File: config.mk
export PLATFORM = sky130hd
export DESIGN_NAME = tmq_out_slice
export DESIGN_NICKNAME = d
export VERILOG_FILES = /design/src/hdl/tmq_pkg.sv /design/src/hdl/tmq_out_slice.sv
export SDC_FILE = /design/constraint.sdc
export NUM_CORES = 1
export LEC_CHECK = 0
export ABC_AREA = 1
export BUFFER_PORTS_ARGS = -buffer_cell sky130_fd_sc_hd__buf_4
export CAP_MARGIN = 20
export CELL_PAD_IN_SITES_DETAIL_PLACEMENT = 0
export CELL_PAD_IN_SITES_GLOBAL_PLACEMENT = 1
export CORE_UTILIZATION = 30
export CTS_CLUSTER_SIZE = 12
export DETAILED_ROUTE_END_ITERATION = 6
export GPL_ROUTABILITY_DRIVEN = 0
export PLACE_DENSITY = 0.79
export SYNTH_ARGS = -nofsm -noshare
export SYNTH_HDL_FRONTEND = slang
export SYNTH_SLANG_ARGS = --single-unit
File: constraint.sdc
create_clock -name clk -period 3.4 [get_ports clk]
set_input_delay 0.51 -clock clk [delete_from_list [all_inputs] [get_ports clk]]
set_output_delay 0.51 -clock clk [all_outputs]
set_load 0.1 [all_outputs]
File: src/hdl/tmq_pkg.sv
// ----------------------------------------------------------------------------
// Timer queue package
// Shared constants, codes, state type and the result word layout.
// ----------------------------------------------------------------------------
package tmq_pkg;

	localparam int HEAP_CAPACITY_DEF = 32;
	localparam int ID_SLOTS_DEF      = 1024;
	localparam int TIME_BITS_DEF     = 48;

	localparam int ID_W   = 10;
	localparam int TMO_W  = 31;
	localparam int NOW_W  = 48;
	localparam int NEXT_W = 32;

	typedef enum logic [2:0] {
		MODE_ADD    = 3'd0,
		MODE_ADJUST = 3'd1,
		MODE_FIRE   = 3'd2,
		MODE_DROP   = 3'd3,
		MODE_TICK   = 3'd4,
		MODE_CLEAR  = 3'd5,
		MODE_QUERY  = 3'd6
	} mode_t;

	typedef enum logic [1:0] {
		STAT_OK   = 2'd0,
		STAT_NOID = 2'd1,
		STAT_FULL = 2'd2
	} status_t;

	typedef enum logic [3:0] {
		S_CLR, S_IDLE, S_LOOK, S_CHK, S_FIRE, S_RM0, S_RM1,
		S_DN0, S_DN1, S_DN2, S_DN3, S_UP0, S_UP1, S_TK0, S_TK1, S_FIN
	} state_t;

	typedef struct packed {
		logic               kind;
		logic [ID_W-1:0]    fired_id;
		logic [NEXT_W-1:0]  next_tick_ms;
		status_t            status;
		logic               last;
	} res_t;

endpackage

File: src/hdl/tmq_out_slice.sv
// ----------------------------------------------------------------------------
// Timer queue output register
// Holds one result word so the engine can move on while it waits.
// ----------------------------------------------------------------------------
module tmq_out_slice
	import tmq_pkg::*;
(
	input  logic clk,
	input  logic arst_n,
	input  logic in_valid,
	output logic in_ready,
	input  res_t in_data,
	output logic out_valid,
	input  logic out_ready,
	output res_t out_data
);

	logic valid_q;
	res_t data_q;

	assign in_ready  = !valid_q || out_ready;
	assign out_valid = valid_q;
	assign out_data  = data_q;

	always_ff @(posedge clk or negedge arst_n) begin
		if (!arst_n) begin
			valid_q <= 1'b0;
		end else if (in_ready) begin
			valid_q <= in_valid;
		end
	end

	always_ff @(posedge clk) begin
		if (in_ready && in_valid) begin
			data_q <= in_data;
		end
	end

endmodule

Word-level counts from Yosys, hierarchy flattened. Index checks and enable logic that the tools add are counted.

RAM bits: 0. Input port bits: 50. Word-level logic and storage cells: 9. Bits in latches: 0. Memories: 0. Output and inout bits: 48. Register bits after elaboration: 47. ROM bits: 0.

Divide/modulo/power cells: 0. Magnitude comparators: 0. Multiplexer cells: 0. Reductions and logical operators: 3. Equality and inequality tests: 0. Shift-type cells: 0. $add $sub $neg: 0. Bitwise operators: 0. Multiply operators: 0.

Operator list (number): 1-bit logical AND (1); 1-bit zero test (1); 1-bit logical OR (1).

Depth between registers and ports, before layout.
Word-level depth: 3. Mapped depth: 3. Gate-level depth less buffers: 3.

Least setup slack after synthesis. No wires, ideal clock.

Path kind: reg2reg. Start point: register valid_q (netlist: out_valid). End point: register data_q, in the netlist out_data[0], enable pin. Path slack: -240 ps. Arrival time: 3176 ps. Data required time: 2936 ps. Clock period less this slack: 3640 ps. Library setup time: 464 ps. Buffers on the path: 0. Cell stages (with the launch flop): 2. Path through: dfrtp_1 -> a21oi_1.

Word-level cells in the longest chain between the ends: 3.

Ends and longest elaborated chain: start: declaration (RTL line tmq_out_slice.sv:18) `logic valid_q;`; start signal: assignment (RTL line tmq_out_slice.sv:29) `valid_q <= in_valid;`; 1-bit zero test (RTL line tmq_out_slice.sv:21) `assign in_ready = !valid_q || out_ready;`; 1-bit logical OR (RTL line tmq_out_slice.sv:21); 1-bit logical AND (RTL line tmq_out_slice.sv:34) `if (in_ready && in_valid) begin`; end signal: assignment (RTL line tmq_out_slice.sv:35) `data_q <= in_data;`; end: declaration (RTL line tmq_out_slice.sv:19) `res_t data_q;`.

No other way between the ends. A chain may end at the register's enable or synchronous reset.

Worst setup path in the final report.
Start point: register valid_q (netlist: out_valid). End point: register data_q, in the netlist out_data[30], enable pin.

The elaborated chain is that of the path after synthesis.

==> results.json <==
{
  "max_stage_delay_ps": 470,
  "cts-root-buf": "clkbuf_8",
  "slowest_stage": "buf_4",
  "syn2layout_area_growth_pct": 65.2,
  "antenna_cells": 0,
  "drt-pass1-iter-count": 6,
  "seqCellArea_sq_mm": 0.00141,
  "slew_violations": 0,
  "combPwrFrac_pct": 23.9,
  "ys_seq_area_share_pct": 98.6,
  "multiInputGateArea_sq_um": 23.8,
  "maxCapViolations": 0,
  "yosysWarnings": 0,
  "design.die.area_sq_mm": 0.00503,
  "synth_top_area_cell": "edfxtp_1",
  "switchingPower_mw": 0.435,
  "wirelength_um": 2830,
  "portBuffers": 97,
  "synth_top_flop_cell": "edfxtp_1",
  "io_pins": 98,
  "yosys.area_share.adder_pct": 0,
  "p_int_mw": 0.964,
  "hold_viol": 0,
  "clk_latency_ps": 290,
  "drt-wirelength-per-cell_um": 13.4,
  "die_x_um": 71.0,
  "path_delay_family": "buffers and inverters",
  "violations": "DRC",
  "drive_above_1_share_pct": 66.7,
  "max_clock_freq_mhz": 586,
  "p_seq_share_pct": 48.8,
  "worstPathMaxFanout": 31,
  "setup_viol": 0,
  "setup_slack_ps": 1690,
  "cts_tree": "built",
  "synth_fp_nets": 102,
  "grt-ovfl-total": 0,
  "dp_hpwl_um": 2230,
  "hp-class": "in2reg",
  "arrival_ps": 1660,
  "fillerInstances": 378,
  "powerDensity_mw_per_mm2": 594,
  "crit_chain": "a21oi_4, buf_4",
  "avgSynthCellArea_sq_um": 27.4,
  "critPathLaunchType": "flip-flop",
  "grt_pass1_wl_um": 4200,
  "final.period_utilization_pct": 50.2,
  "worstMarginPinSlew_ps": 499,
  "yosysMostFrequentCell": "edfxtp_1",
  "grt_pass1_vias": 905,
  "synth_edf_count": 46,
  "post-route-min-period_ps": 1710,
  "fin_nets": 208,
  "yosys-top-cells-count": "edfxtp_1, inv_1, nand2_1, a21oi_1, dfrtp_1",
  "p_sw_share_pct": 31.1,
  "die_h_um": 71.0,
  "row_count": 24,
  "synth_xor_area_share_pct": 0,
  "setup_tns_ps": 0,
  "synthDistinctLibCells": 5,
  "cts.sinks": 47,
  "vias": 887,
  "skew_ps": 3.37,
  "synth_seq_cells": 47,
  "critPathBufInv": 1,
  "status": "complete, but fails checks",
  "async_flop_share_pct": 2.13,
  "grt_setup_unrepaired": "false",
  "leakage_nw": 0.999,
  "post-route-util_pct": 52.7,
  "globalRouteTotalUtil_pct": 11.6,
  "vias_per_cell": 4.20,
  "synth_mux_area_share_pct": 0,
  "synth_compound_area_share_pct": 0.351,
  "whs_ps": 392,
  "peakVddDrop_mv": 0.370,
  "synthSimpleGateAreaFrac_pct": 0.526,
  "drtIter0Drc": 57,
  "numCtsBuffers": 5,
  "synth_cells": 52,
  "p_clk_share_pct": 27.3,
  "synth_top_family_by_area": "buffers and inverters",
  "antenna_left": 0,
  "cp-end-kind": "flip-flop",
  "synth_area_leaders": "edfxtp_1, dfrtp_1, inv_1, nand2_1, a21oi_1",
  "synthDominantCellAreaShare_pct": 96.8,
  "grt_max_degree": 32,
  "postCtsSetupBuffers": 0,
  "worstPathRequired_ps": 3350,
  "relSlewSlack_pct": 66.7,
  "cts_buffer_depth": 2,
  "htreeDepth": 2,
  "route.detailed.drc": 7,
  "antenna_found_initial": 0,
  "syn_area_sq_mm": 0.00143,
  "coreArea_sq_mm": 0.00447,
  "clk_pin_slew_ps": 80,
  "pre_cts_ws_ps": 1450,
  "floorplan.initialDensity_pct": 31.9,
  "worstSetupPathType": "reg2reg"
}
## power by group through the flow
stage	clock network, mW	logic (mW)	registers (mW)
2_1_floorplan	0	0.0182	0.917
3_3_place_gp	0	0.332	0.696
3_5_place_dp	0	0.336	0.697
4_1_cts	0.401	0.336	0.683
5_1_grt	0.422	0.343	0.686
6_report	0.382	0.334	0.683
## metrics by stage
stage               area (sq um)  cells  power, mW
detailed placement          2240    202       1.03
global placement            2240    202       1.03
global route                2360    211       1.45
floorplan                   1430     52      0.935
finish                      2360    211       1.40
CTS                         2360    211       1.42
## flip-flops by register name, summed over array words and instances, names as in the netlist
register   count
out_data      46
out_valid      1
## cells in the final DEF, fill, tap and decap left out, drive strengths merged
| cell type | n |
|---|---|
| clkbuf | 5 |
| dlygate4sd3 | 1 |
| bufinv | 1 |
| a21oi | 1 |
| clkinv | 2 |
| buf | 98 |
| dfrtp | 1 |
| nand2 | 2 |
| edfxtp | 46 |
| inv | 2 |
## timing repair
item,in CTS,in global routing
resized for setup,0,0
endpoints found under the hold margin,1,0
hold buffers,1,0
## final timing paths
path / end / from / slack [ps] / cells after the start
setup / recovery: out_data[30]$_DFFE_PP_ / out_valid$_DFFE_PN0P_ / 1690 / 2
hold / removal: out_data[40]$_DFFE_PP_ / in_data[40] / 390 / 1
setup reg to reg: out_data[30]$_DFFE_PP_ / out_valid$_DFFE_PN0P_ / 1690 / 2
hold reg to reg: out_valid$_DFFE_PN0P_ / out_valid$_DFFE_PN0P_ / 610 / 2
max in group asynchronous: out_valid$_DFFE_PN0P_ / arst_n / 2790 / 2
min in group asynchronous: out_valid$_DFFE_PN0P_ / arst_n / 530 / 2
## cell families after synthesis
| logic type | Yosys count |
|---|---|
| flip-flops | 47 |
| buffers and inverters | 2 |
| AO/OA/AOI/OAI | 1 |
| AND/OR/NAND/NOR | 2 |
## per-layer routing
layer | vias up | track usage (%) | wire, um | part of all wire (%)
li1 | 413 | - | - | -
met4 | 0 | 4.67 | 53 | 1.9
met1 | 407 | 12.8 | 1030 | 36
met5 | - | 0 | 0 | 0
met2 | 61 | 18.5 | 1370 | 48
met3 | 6 | 6.84 | 383 | 14
## area by class of cell
| cell class | instances | area share [%] |
|---|---|---|
| multi-input cells | 3 | 1.01 |
| clock buffers | 5 | 2.92 |
| flip-flops and latches | 47 | 59.7 |
| repair buffers | 99 | 31.7 |
| clock inverters | 3 | 1.65 |
| inverters | 2 | 0.319 |
| well taps | 52 | 2.76 |
Note: power is estimated with default switching activity, not from simulation.
